`src/hdl/rfce_pkg.sv`:
```
package rfce_pkg;

   localparam int PIXELS_DEF = 64;
   localparam int COLORS     = 3;
   localparam int VAL_W      = 8;
   localparam int ACT_W      = 3;
   localparam int DIV_STEPS  = VAL_W;

   localparam logic [ACT_W-1:0] ACT_WR_CANVAS = 3'd0;
   localparam logic [ACT_W-1:0] ACT_WR_TARGET = 3'd1;
   localparam logic [ACT_W-1:0] ACT_WR_MASK   = 3'd2;
   localparam logic [ACT_W-1:0] ACT_START     = 3'd3;
   localparam logic [ACT_W-1:0] ACT_TICK      = 3'd4;
   localparam logic [ACT_W-1:0] ACT_RD_CANVAS = 3'd5;

   localparam logic CSR_TOTAL_STEPS = 1'b0;
   localparam logic CSR_MASK_ENABLE = 1'b1;

   typedef struct packed {
      logic capture;
      logic clear_wr;
      logic exec;
      logic rd_issue;
      logic sweep_rst;
      logic sweep_adv;
      logic sweep_rd;
      logic div_load;
      logic div_step;
      logic sweep_wr;
      logic step_inc;
      logic rsp_load;
   } rfce_cmd_type;

   typedef struct packed {
      logic [ACT_W-1:0] action;
      logic             tick_live;
      logic             skip;
      logic             sweep_last;
      logic             rsp_busy;
   } rfce_sts_type;

endpackage

```
`src/hdl/rfce_ctrl.sv`:
```
module rfce_ctrl (
   input  logic                  clock,
   input  logic                  reset,
   input  logic                  req_valid,
   output logic                  req_ready,
   input  rfce_pkg::rfce_sts_type sts,
   output rfce_pkg::rfce_cmd_type cmd
);
   import rfce_pkg::*;

   localparam logic [3:0] S_CLEAR  = 4'd0;
   localparam logic [3:0] S_IDLE   = 4'd1;
   localparam logic [3:0] S_EXEC   = 4'd2;
   localparam logic [3:0] S_RDWAIT = 4'd3;
   localparam logic [3:0] S_TREAD  = 4'd4;
   localparam logic [3:0] S_TLOAD  = 4'd5;
   localparam logic [3:0] S_TDIV   = 4'd6;
   localparam logic [3:0] S_TWRITE = 4'd7;
   localparam logic [3:0] S_DONE   = 4'd8;

   localparam int DCNT_W = $clog2(DIV_STEPS);

   logic [3:0]        state_ff, state_in;
   logic [DCNT_W-1:0] dcnt_ff, dcnt_in;

   always_comb begin
      state_in  = state_ff;
      dcnt_in   = dcnt_ff;
      cmd       = '0;
      req_ready = 1'b0;
      unique case (state_ff)
         S_CLEAR: begin
            // Sweep zeroes the canvas and the mask, one channel per cycle.
            cmd.clear_wr = 1'b1;
            if (sts.sweep_last) begin
               cmd.sweep_rst = 1'b1;
               state_in      = S_IDLE;
            end else begin
               cmd.sweep_adv = 1'b1;
            end
         end
         S_IDLE: begin
            req_ready = 1'b1;
            if (req_valid) begin
               cmd.capture = 1'b1;
               state_in    = S_EXEC;
            end
         end
         S_EXEC: begin
            unique case (sts.action)
               ACT_TICK: begin
                  if (sts.tick_live) begin
                     cmd.sweep_rst = 1'b1;
                     state_in      = S_TREAD;
                  end else begin
                     state_in = S_DONE;
                  end
               end
               ACT_RD_CANVAS: begin
                  cmd.rd_issue = 1'b1;
                  state_in     = S_RDWAIT;
               end
               default: begin
                  cmd.exec = 1'b1;
                  state_in = S_DONE;
               end
            endcase
         end
         S_RDWAIT: begin
            state_in = S_DONE;
         end
         S_TREAD: begin
            cmd.sweep_rd = 1'b1;
            state_in     = S_TLOAD;
         end
         S_TLOAD: begin
            if (sts.skip) begin
               if (sts.sweep_last) begin
                  cmd.step_inc = 1'b1;
                  state_in     = S_DONE;
               end else begin
                  cmd.sweep_adv = 1'b1;
                  state_in      = S_TREAD;
               end
            end else begin
               cmd.div_load = 1'b1;
               dcnt_in      = '0;
               state_in     = S_TDIV;
            end
         end
         S_TDIV: begin
            cmd.div_step = 1'b1;
            dcnt_in      = dcnt_ff + 1'b1;
            if (dcnt_ff == DCNT_W'(DIV_STEPS - 1)) begin
               state_in = S_TWRITE;
            end
         end
         S_TWRITE: begin
            cmd.sweep_wr = 1'b1;
            if (sts.sweep_last) begin
               cmd.step_inc = 1'b1;
               state_in     = S_DONE;
            end else begin
               cmd.sweep_adv = 1'b1;
               state_in      = S_TREAD;
            end
         end
         S_DONE: begin
            if (!sts.rsp_busy) begin
               cmd.rsp_load = 1'b1;
               state_in     = S_IDLE;
            end
         end
         default: begin
            state_in = S_IDLE;
         end
      endcase
   end

   always_ff @(posedge clock) begin
      if (reset) begin
         state_ff <= S_CLEAR;
         dcnt_ff  <= '0;
      end else begin
         state_ff <= state_in;
         dcnt_ff  <= dcnt_in;
      end
   end

endmodule

```
`src/hdl/rfce_dpath.sv`:
```
module rfce_dpath #(
   parameter int PIXELS = rfce_pkg::PIXELS_DEF
) (
   input  logic                          clock,
   input  logic                          reset,
   input  logic [rfce_pkg::ACT_W-1:0]    req_action,
   input  logic [7:0]                    req_index,
   input  logic [rfce_pkg::VAL_W-1:0]    req_value,
   input  logic                          csr_valid,
   input  logic                          csr_ready,
   input  logic                          csr_index,
   input  logic [7:0]                    csr_wdata,
   output logic                          rsp_valid,
   input  logic                          rsp_ready,
   output logic [rfce_pkg::VAL_W-1:0]    rsp_read_data,
   output logic [7:0]                    rsp_step_count,
   output logic                          rsp_done_res,
   input  rfce_pkg::rfce_cmd_type        cmd,
   output rfce_pkg::rfce_sts_type        sts
);
   import rfce_pkg::*;

   localparam int CHANNELS = PIXELS * COLORS;
   localparam int CH_W     = $clog2(CHANNELS);
   localparam int PIX_W    = (PIXELS > 1) ? $clog2(PIXELS) : 1;
   localparam int IDX_AW   = ((CH_W > 8) ? CH_W : 8) + 1;
   localparam int PIX_AW   = ((PIX_W > 8) ? PIX_W : 8) + 1;

   // Stores
   logic [VAL_W-1:0] canvas_mem [CHANNELS];
   logic [VAL_W-1:0] target_mem [CHANNELS];
   logic             mask_mem   [PIXELS];
   logic [VAL_W-1:0] canvas_q_ff;
   logic [VAL_W-1:0] target_q_ff;
   logic             mask_q_ff;

   // Captured request
   logic [ACT_W-1:0] act_ff;
   logic [7:0]       idx_ff;
   logic [VAL_W-1:0] val_ff;

   // Configuration and step count
   logic [7:0] total_ff;
   logic       mask_en_ff;
   logic [7:0] step_ff, step_in;

   // Sweep position
   logic [CH_W-1:0]  k_ff;
   logic [1:0]       col_ff;
   logic [PIX_W-1:0] pix_ff;

   // Serial divider
   logic [VAL_W-1:0] quo_ff, rem_ff, den_ff, d_ff;
   logic             neg_ff;
   logic [VAL_W:0]   shifted;
   logic [VAL_W:0]   diff;
   logic             ge;
   logic [VAL_W-1:0] new_val;

   // Response register
   logic             rsp_valid_ff, rsp_valid_in;
   logic [VAL_W-1:0] rsp_read_data_ff;
   logic [7:0]       rsp_step_count_ff;
   logic             rsp_done_res_ff;

   logic [IDX_AW-1:0] idx_ext;
   logic [PIX_AW-1:0] pidx_ext;
   logic              idx_ok, pix_ok;
   logic [CH_W-1:0]   idx_addr;
   logic [PIX_W-1:0]  pidx_addr;

   logic             cv_we, cv_re, tg_we, mk_we;
   logic [CH_W-1:0]  cv_waddr, cv_raddr;
   logic [VAL_W-1:0] cv_wdata;
   logic [PIX_W-1:0] mk_addr;
   logic             mk_wdata;

   assign idx_ext   = IDX_AW'(idx_ff);
   assign pidx_ext  = PIX_AW'(idx_ff);
   assign idx_ok    = idx_ext < IDX_AW'(CHANNELS);
   assign pix_ok    = pidx_ext < PIX_AW'(PIXELS);
   assign idx_addr  = idx_ext[CH_W-1:0];
   assign pidx_addr = pidx_ext[PIX_W-1:0];

   assign cv_we    = cmd.clear_wr | cmd.sweep_wr
                   | (cmd.exec & (act_ff == ACT_WR_CANVAS) & idx_ok);
   assign cv_waddr = (cmd.clear_wr | cmd.sweep_wr) ? k_ff : idx_addr;
   assign cv_wdata = cmd.clear_wr ? '0 : (cmd.sweep_wr ? new_val : val_ff);
   assign cv_re    = cmd.rd_issue | cmd.sweep_rd;
   assign cv_raddr = cmd.sweep_rd ? k_ff : idx_addr;

   assign tg_we = cmd.exec & (act_ff == ACT_WR_TARGET) & idx_ok;

   // The mask entry of a pixel is cleared once, on its first color.
   assign mk_we    = (cmd.clear_wr & (col_ff == 2'd0))
                   | (cmd.exec & (act_ff == ACT_WR_MASK) & pix_ok);
   assign mk_addr  = (cmd.clear_wr | cmd.sweep_rd) ? pix_ff : pidx_addr;
   assign mk_wdata = cmd.clear_wr ? 1'b0 : val_ff[0];

   always_ff @(posedge clock) begin
      if (cv_we) begin
         canvas_mem[cv_waddr] <= cv_wdata;
      end
      if (cv_re) begin
         canvas_q_ff <= canvas_mem[cv_raddr];
      end
   end

   always_ff @(posedge clock) begin
      if (tg_we) begin
         target_mem[idx_addr] <= val_ff;
      end
      if (cmd.sweep_rd) begin
         target_q_ff <= target_mem[k_ff];
      end
   end

   always_ff @(posedge clock) begin
      if (mk_we) begin
         mask_mem[mk_addr] <= mk_wdata;
      end
      if (cmd.sweep_rd) begin
         mask_q_ff <= mask_mem[mk_addr];
      end
   end

   always_ff @(posedge clock) begin
      if (cmd.capture) begin
         act_ff <= req_action;
         idx_ff <= req_index;
         val_ff <= req_value;
      end
   end

   always_ff @(posedge clock) begin
      if (reset) begin
         total_ff   <= '0;
         mask_en_ff <= 1'b0;
      end else if (csr_valid && csr_ready) begin
         if (csr_index == CSR_TOTAL_STEPS) begin
            total_ff <= csr_wdata;
         end else begin
            mask_en_ff <= csr_wdata[0];
         end
      end
   end

   always_comb begin
      step_in = step_ff;
      if (cmd.exec && (act_ff == ACT_START)) begin
         step_in = '0;
      end else if (cmd.step_inc) begin
         step_in = step_ff + 8'd1;
      end
   end

   always_ff @(posedge clock) begin
      if (reset) begin
         step_ff <= '0;
      end else begin
         step_ff <= step_in;
      end
   end

   always_ff @(posedge clock) begin
      if (reset || cmd.sweep_rst) begin
         k_ff   <= '0;
         col_ff <= '0;
         pix_ff <= '0;
      end else if (cmd.sweep_adv) begin
         k_ff <= k_ff + 1'b1;
         if (col_ff == 2'(COLORS - 1)) begin
            col_ff <= '0;
            pix_ff <= pix_ff + 1'b1;
         end else begin
            col_ff <= col_ff + 2'd1;
         end
      end
   end

   // Restoring divide of |target - canvas| by the remaining step count.
   assign shifted = {rem_ff, quo_ff[VAL_W-1]};
   assign diff    = shifted - {1'b0, den_ff};
   assign ge      = shifted >= {1'b0, den_ff};
   assign new_val = neg_ff ? (d_ff - quo_ff) : (d_ff + quo_ff);

   always_ff @(posedge clock) begin
      if (cmd.div_load) begin
         d_ff   <= canvas_q_ff;
         neg_ff <= target_q_ff < canvas_q_ff;
         quo_ff <= (target_q_ff < canvas_q_ff) ? (canvas_q_ff - target_q_ff)
                                              : (target_q_ff - canvas_q_ff);
         rem_ff <= '0;
         den_ff <= total_ff - step_ff;
      end else if (cmd.div_step) begin
         rem_ff <= ge ? diff[VAL_W-1:0] : shifted[VAL_W-1:0];
         quo_ff <= {quo_ff[VAL_W-2:0], ge};
      end
   end

   always_comb begin
      rsp_valid_in = rsp_valid_ff;
      if (cmd.rsp_load) begin
         rsp_valid_in = 1'b1;
      end else if (rsp_ready) begin
         rsp_valid_in = 1'b0;
      end
   end

   always_ff @(posedge clock) begin
      if (reset) begin
         rsp_valid_ff <= 1'b0;
      end else begin
         rsp_valid_ff <= rsp_valid_in;
      end
   end

   always_ff @(posedge clock) begin
      if (cmd.rsp_load) begin
         rsp_read_data_ff  <= ((act_ff == ACT_RD_CANVAS) && idx_ok) ? canvas_q_ff : '0;
         rsp_step_count_ff <= step_ff;
         rsp_done_res_ff   <= step_ff >= total_ff;
      end
   end

   assign rsp_valid      = rsp_valid_ff;
   assign rsp_read_data  = rsp_read_data_ff;
   assign rsp_step_count = rsp_step_count_ff;
   assign rsp_done_res   = rsp_done_res_ff;

   assign sts.action     = act_ff;
   assign sts.tick_live  = step_ff < total_ff;
   assign sts.skip       = mask_en_ff & ~mask_q_ff;
   assign sts.sweep_last = k_ff == CH_W'(CHANNELS - 1);
   assign sts.rsp_busy   = rsp_valid_ff & ~rsp_ready;

endmodule

```
`src/hdl/rgb_frame_crossfade_engine_core.sv`:
```
// A write, start or idle tick passes S_EXEC and S_DONE before rsp_valid; a read also
// passes S_RDWAIT. A fading tick walks every channel: read, load, serial divide and
// write-back per faded channel, only read and load per masked-off channel.
// One word is in flight at a time; the next is taken while the previous response waits.
// Reset (synchronous, active high) starts a pass over all PIXELS*3 channels that zeroes
// canvas and mask; req_ready stays low until it ends. Config writes are taken at any time.
module rgb_frame_crossfade_engine_core #(
   parameter int PIXELS = rfce_pkg::PIXELS_DEF
) (
   input  logic                       clock,
   input  logic                       reset,
   input  logic                       req_valid,
   output logic                       req_ready,
   input  logic [rfce_pkg::ACT_W-1:0] req_action,
   input  logic [7:0]                 req_index,
   input  logic [rfce_pkg::VAL_W-1:0] req_value,
   output logic                       rsp_valid,
   input  logic                       rsp_ready,
   output logic [rfce_pkg::VAL_W-1:0] rsp_read_data,
   output logic [7:0]                 rsp_step_count,
   output logic                       rsp_done_res,
   input  logic                       csr_valid,
   output logic                       csr_ready,
   input  logic                       csr_index,
   input  logic [7:0]                 csr_wdata
);
   import rfce_pkg::*;

   rfce_cmd_type cmd;
   rfce_sts_type sts;

   assign csr_ready = 1'b1;

   rfce_ctrl u_ctrl (
      .clock     (clock),
      .reset     (reset),
      .req_valid (req_valid),
      .req_ready (req_ready),
      .sts       (sts),
      .cmd       (cmd)
   );

   rfce_dpath #(
      .PIXELS (PIXELS)
   ) u_dpath (
      .clock          (clock),
      .reset          (reset),
      .req_action     (req_action),
      .req_index      (req_index),
      .req_value      (req_value),
      .csr_valid      (csr_valid),
      .csr_ready      (csr_ready),
      .csr_index      (csr_index),
      .csr_wdata      (csr_wdata),
      .rsp_valid      (rsp_valid),
      .rsp_ready      (rsp_ready),
      .rsp_read_data  (rsp_read_data),
      .rsp_step_count (rsp_step_count),
      .rsp_done_res   (rsp_done_res),
      .cmd            (cmd),
      .sts            (sts)
   );

endmodule

```
`config.mk`:
```
export PLATFORM = sky130hd
export DESIGN_NAME = rgb_frame_crossfade_engine_core
export DESIGN_NICKNAME = d
export VERILOG_FILES = /design/src/hdl/rfce_pkg.sv /design/src/hdl/rfce_ctrl.sv /design/src/hdl/rfce_dpath.sv /design/src/hdl/rgb_frame_crossfade_engine_core.sv
export SDC_FILE = /design/constraint.sdc
export NUM_CORES = 2
export LEC_CHECK = 0
export ABC_AREA = 1
export ABC_CLOCK_PERIOD_IN_PS = 26700
export BUFFER_PORTS_ARGS = -buffer_cell sky130_fd_sc_hd__buf_2
export CORE_ASPECT_RATIO = 2
export CORE_MARGIN = 10
export CORE_UTILIZATION = 50
export DETAILED_ROUTE_END_ITERATION = 12
export PLACE_DENSITY = 0.62
export REMOVE_ABC_BUFFERS = 1
export SETUP_SLACK_MARGIN = 0.2
export SKIP_LAST_GASP = 1
export SYNTH_ARGS = -nofsm -noshare
export SYNTH_HDL_FRONTEND = slang
export SYNTH_SLANG_ARGS = --single-unit
```
`constraint.sdc`:
```
create_clock -name clock -period 26.7 [get_ports clock]
set_clock_uncertainty 0.15 [all_clocks]
set_input_delay 5.34 -clock clock [delete_from_list [all_inputs] [get_ports clock]]
set_output_delay 5.34 -clock clock [all_outputs]
set_load 0.01 [all_outputs]
```
==> out/qor.yml <==
synth_top_cell_area_share: 0.7092
ir_worst_vdd_uv: 82.78
syn_area_per_cell_um2: 11.61
num_rows: 270
ys_ff_latch: 3263
clock_path_buffers: 4
grt.total_usage: 0.2643
grt_pass1_vias: 88584
cts_root_buf: "clkbuf_16"
post-dp-hpwl_mm: 245.9
r2r-end: "u_dpath.canvas_q_ff[1]"
setup_violations: 0
yosys_most_used_dff: "edfxtp_1"
vias: 89916
outcome: "finished, final reports clean"
reg2reg_slack_ns: 19.29
grt_pass1_wl_mm: 582.5
cts.sink_count: 3263
max_freq_mhz: 132.2
yosys_warnings: 0
detail_route.wl_per_cell_um: 26.30
power.density_nw_per_um2: 95.44
synth_cell_types: 55
r2r_cells: 17
hold_viol: 0
drive_above_1_share: 0.06104
power_leakage_nw: 52.65
synthCells: 11720
post-route-min-period_ns: 7.565
drt-total-wl_mm: 400.7
htreeDepth: 5
cts-buffers-inserted: 295
synth_area_um2: 136100
start_kind: "flop"
tns_ns: 0
worst_ep_required_time_ns: 21.21
drtIter0Drc: 9195
gp_congestion: 0.9462
ios: 53
clock_latency_ns: 0.87
cp.arrival_ns: 2.08
holdPathStages: 2
firstDrtPassIters: 10
fp.coreArea_um2: 270600
timing.final.crit_share: 0.2833
cap_viol_max_count: 0
die_w_um: 388.9
synth-edff-count: 3214
worstPathMaxFanout: 5
ctsHoldBuffers: 0
antenna_found_initial: 5
synth.largest_area_cell: "edfxtp_1"
die-area_um2: 294700
viasPerCell: 5.902
crit_type: "reg2out"
slew-limit-headroom: 0.1430
rsz0062_at_grt: "false"
clkTransAtPathRegs_ns: 0.07
cts_setup_buffers: 0
fin_nets: 11561
maxSlewViolCount: 0
synth_area_leaders: "edfxtp_1 71%, nand2_1 5.4%, nand3_1 5.3%"
min_to: "u_dpath.col_ff[0]"
seq_area_frac_synth: 0.7164
start_util: 0.5029
final_antenna_net_count: 0
ys_async_sr_fraction: 0
r2r-start: "u_dpath.k_ff[0]"
hp-class: "reg2reg"
top_regs: "u_dpath.canvas_mem (1536), u_dpath.target_mem (1536), u_dpath.mask_mem (64)"
hold_ws_ns: 0.3175
syn_to_final_growth_pct: 8.942
cts_tree: "built"
grt_max_degree: 203
die_h_um: 757.8
cts_resized: 0
drc: 0
io_buffer_count: 51
tightest_slew_ns: 1.286
critPathCaptureType: "output pin"
overflow: 0
hold_start: "u_dpath.col_ff[0]"
[cells in the mapped netlist (3+ instances only)]
cell type	number
edfxtp_1	3214
nand2_1	1955
nand3_1	1432
nor2_1	1411
o21ai_0	1026
inv_1	995
clkbuf_1	407
buf_2	236
o22ai_1	226
o221ai_1	140
o211ai_1	137
a21oi_1	107
nand4_1	68
dfxtp_1	49
ha_1	44
buf_1	43
buf_4	26
xor2_1	24
inv_2	19
nor3_1	17
nand2_2	13
buf_6	12
clkinv_1	10
nand2_4	9
o2111ai_1	8
o21ai_1	8
o21ai_2	7
a211oi_1	6
nor2_4	6
fa_1	5
nand3_2	5
o21bai_1	5
a21o_1	4
nor3b_1	4
o21ai_4	4
xnor2_1	4
a31oi_1	3
nor2_2	3
nor3_2	3
o31ai_1	3
or2_2	3
[cell families (layout without fill, tap and decap cells)]
kind of cell             count (synthesis)  count (layout)  synth area share
AO/OA/AOI/OAI                         1693            1693           0.07209
buffers and inverters                 1750            1727           0.05195
AND/OR/NAND/NOR                       4936            4936            0.1530
XOR/XNOR                                28              28          0.001802
adder cells (fa/ha/maj)                 49              49          0.004781
other                                    1               2        0.00002756
flip-flops                            3263            3263            0.7164
[cell usage in the layout, fill, tap and decap left out, types with 5 or more instances in the layout]
cell type / netlist / layout
edfxtp_1: 3214 / 3214
nand2_1: 1955 / 1940
nand3_1: 1432 / 1431
nor2_1: 1411 / 1406
o21ai_0: 1026 / 1022
inv_1: 995 / 990
clkbuf_16: 0 / 302
o22ai_1: 226 / 226
o221ai_1: 140 / 140
o211ai_1: 137 / 137
buf_4: 26 / 124
a21oi_1: 107 / 105
nand4_1: 68 / 68
clkinv_1: 10 / 63
clkbuf_1: 407 / 56
buf_2: 236 / 51
clkinv_2: 0 / 50
dfxtp_1: 49 / 45
ha_1: 44 / 44
nand2_2: 13 / 25
xor2_1: 24 / 24
bufinv_16: 0 / 24
inv_2: 19 / 18
nor3_1: 17 / 17
o21ai_4: 4 / 12
clkinvlp_4: 0 / 12
buf_12: 1 / 12
nor2_4: 6 / 10
inv_6: 0 / 10
nand2_4: 9 / 10
o2111ai_1: 8 / 8
o21ai_2: 7 / 7
a211oi_1: 6 / 6
nand3_2: 5 / 6
o21bai_1: 5 / 5
fa_1: 5 / 5
clkinv_8: 0 / 5
[where the power goes]
group	leakage (nW)	switching (mW)	internal [mW]
clock network	4.52	1.88	2.32
logic	18.4	3.03	0.894
registers	29.7	0.0648	5.96
total	52.6	4.97	9.18
[layout make-up]
cell class              count  area [um2]
multi-input cells        6707       31760
well taps                3536        4424
flip-flops and latches   3263       97510
clock buffers             361        7809
clock inverters           154        1454
diodes                      1       2.502
inverters                1025        3880
repair buffers            187        1426
fillers                 22473      122300
[routing by layer]
| metal | GRT usage | vias up | share of wire |
|---|---|---|---|
| met1 | 0.2882 | 44394 | 0.34 |
| met4 | 0.2046 | 0 | 0.092 |
| met5 | 0 | - | 0 |
| li1 | - | 40601 | - |
| met2 | 0.4629 | 3769 | 0.50 |
| met3 | 0.03715 | 1152 | 0.063 |
[stage by stage]
stage | total power [mW] | std cells | utilization | instance area (um2) | setup slack [ns]
6_report | 14.15 | 15234 | 0.5479 | 148300 | 19.13
5_1_grt | 14.68 | 15234 | 0.5479 | 148300 | 18.82
4_1_cts | 14.17 | 15233 | 0.5479 | 148300 | 19.08
3_5_place_dp | 10.02 | 14718 | 0.5137 | 139000 | 19.41
3_3_place_gp | 9.948 | 14718 | 0.5136 | 139000 | 19.42
2_1_floorplan | 8.932 | 10995 | - | 132900 | -26.01
[critical path: stages, from the launching register on]
cell	delay (ns)
dfxtp_1	0.35
nor2_1	0.27
inv_1	0.08
nor2_1	0.24
buf_2	0.26
[how the worst max path moves through the flow]
| stage | from | endpoint |
|---|---|---|
| 6_report | u_ctrl.state_ff[2] | req_ready |
| 5_1_grt | u_dpath.k_ff[0] | u_dpath.canvas_q_ff[2] |
| 4_1_cts | u_ctrl.state_ff[2] | req_ready |
| 3_5_place_dp | u_dpath.k_ff[0] | u_dpath.canvas_q_ff[1] |
| 3_3_place_gp | u_dpath.k_ff[0] | u_dpath.canvas_q_ff[2] |
| 2_1_floorplan | u_dpath.k_ff[0] | u_dpath.canvas_q_ff[2] |
(Power assumes the default switching activity.)
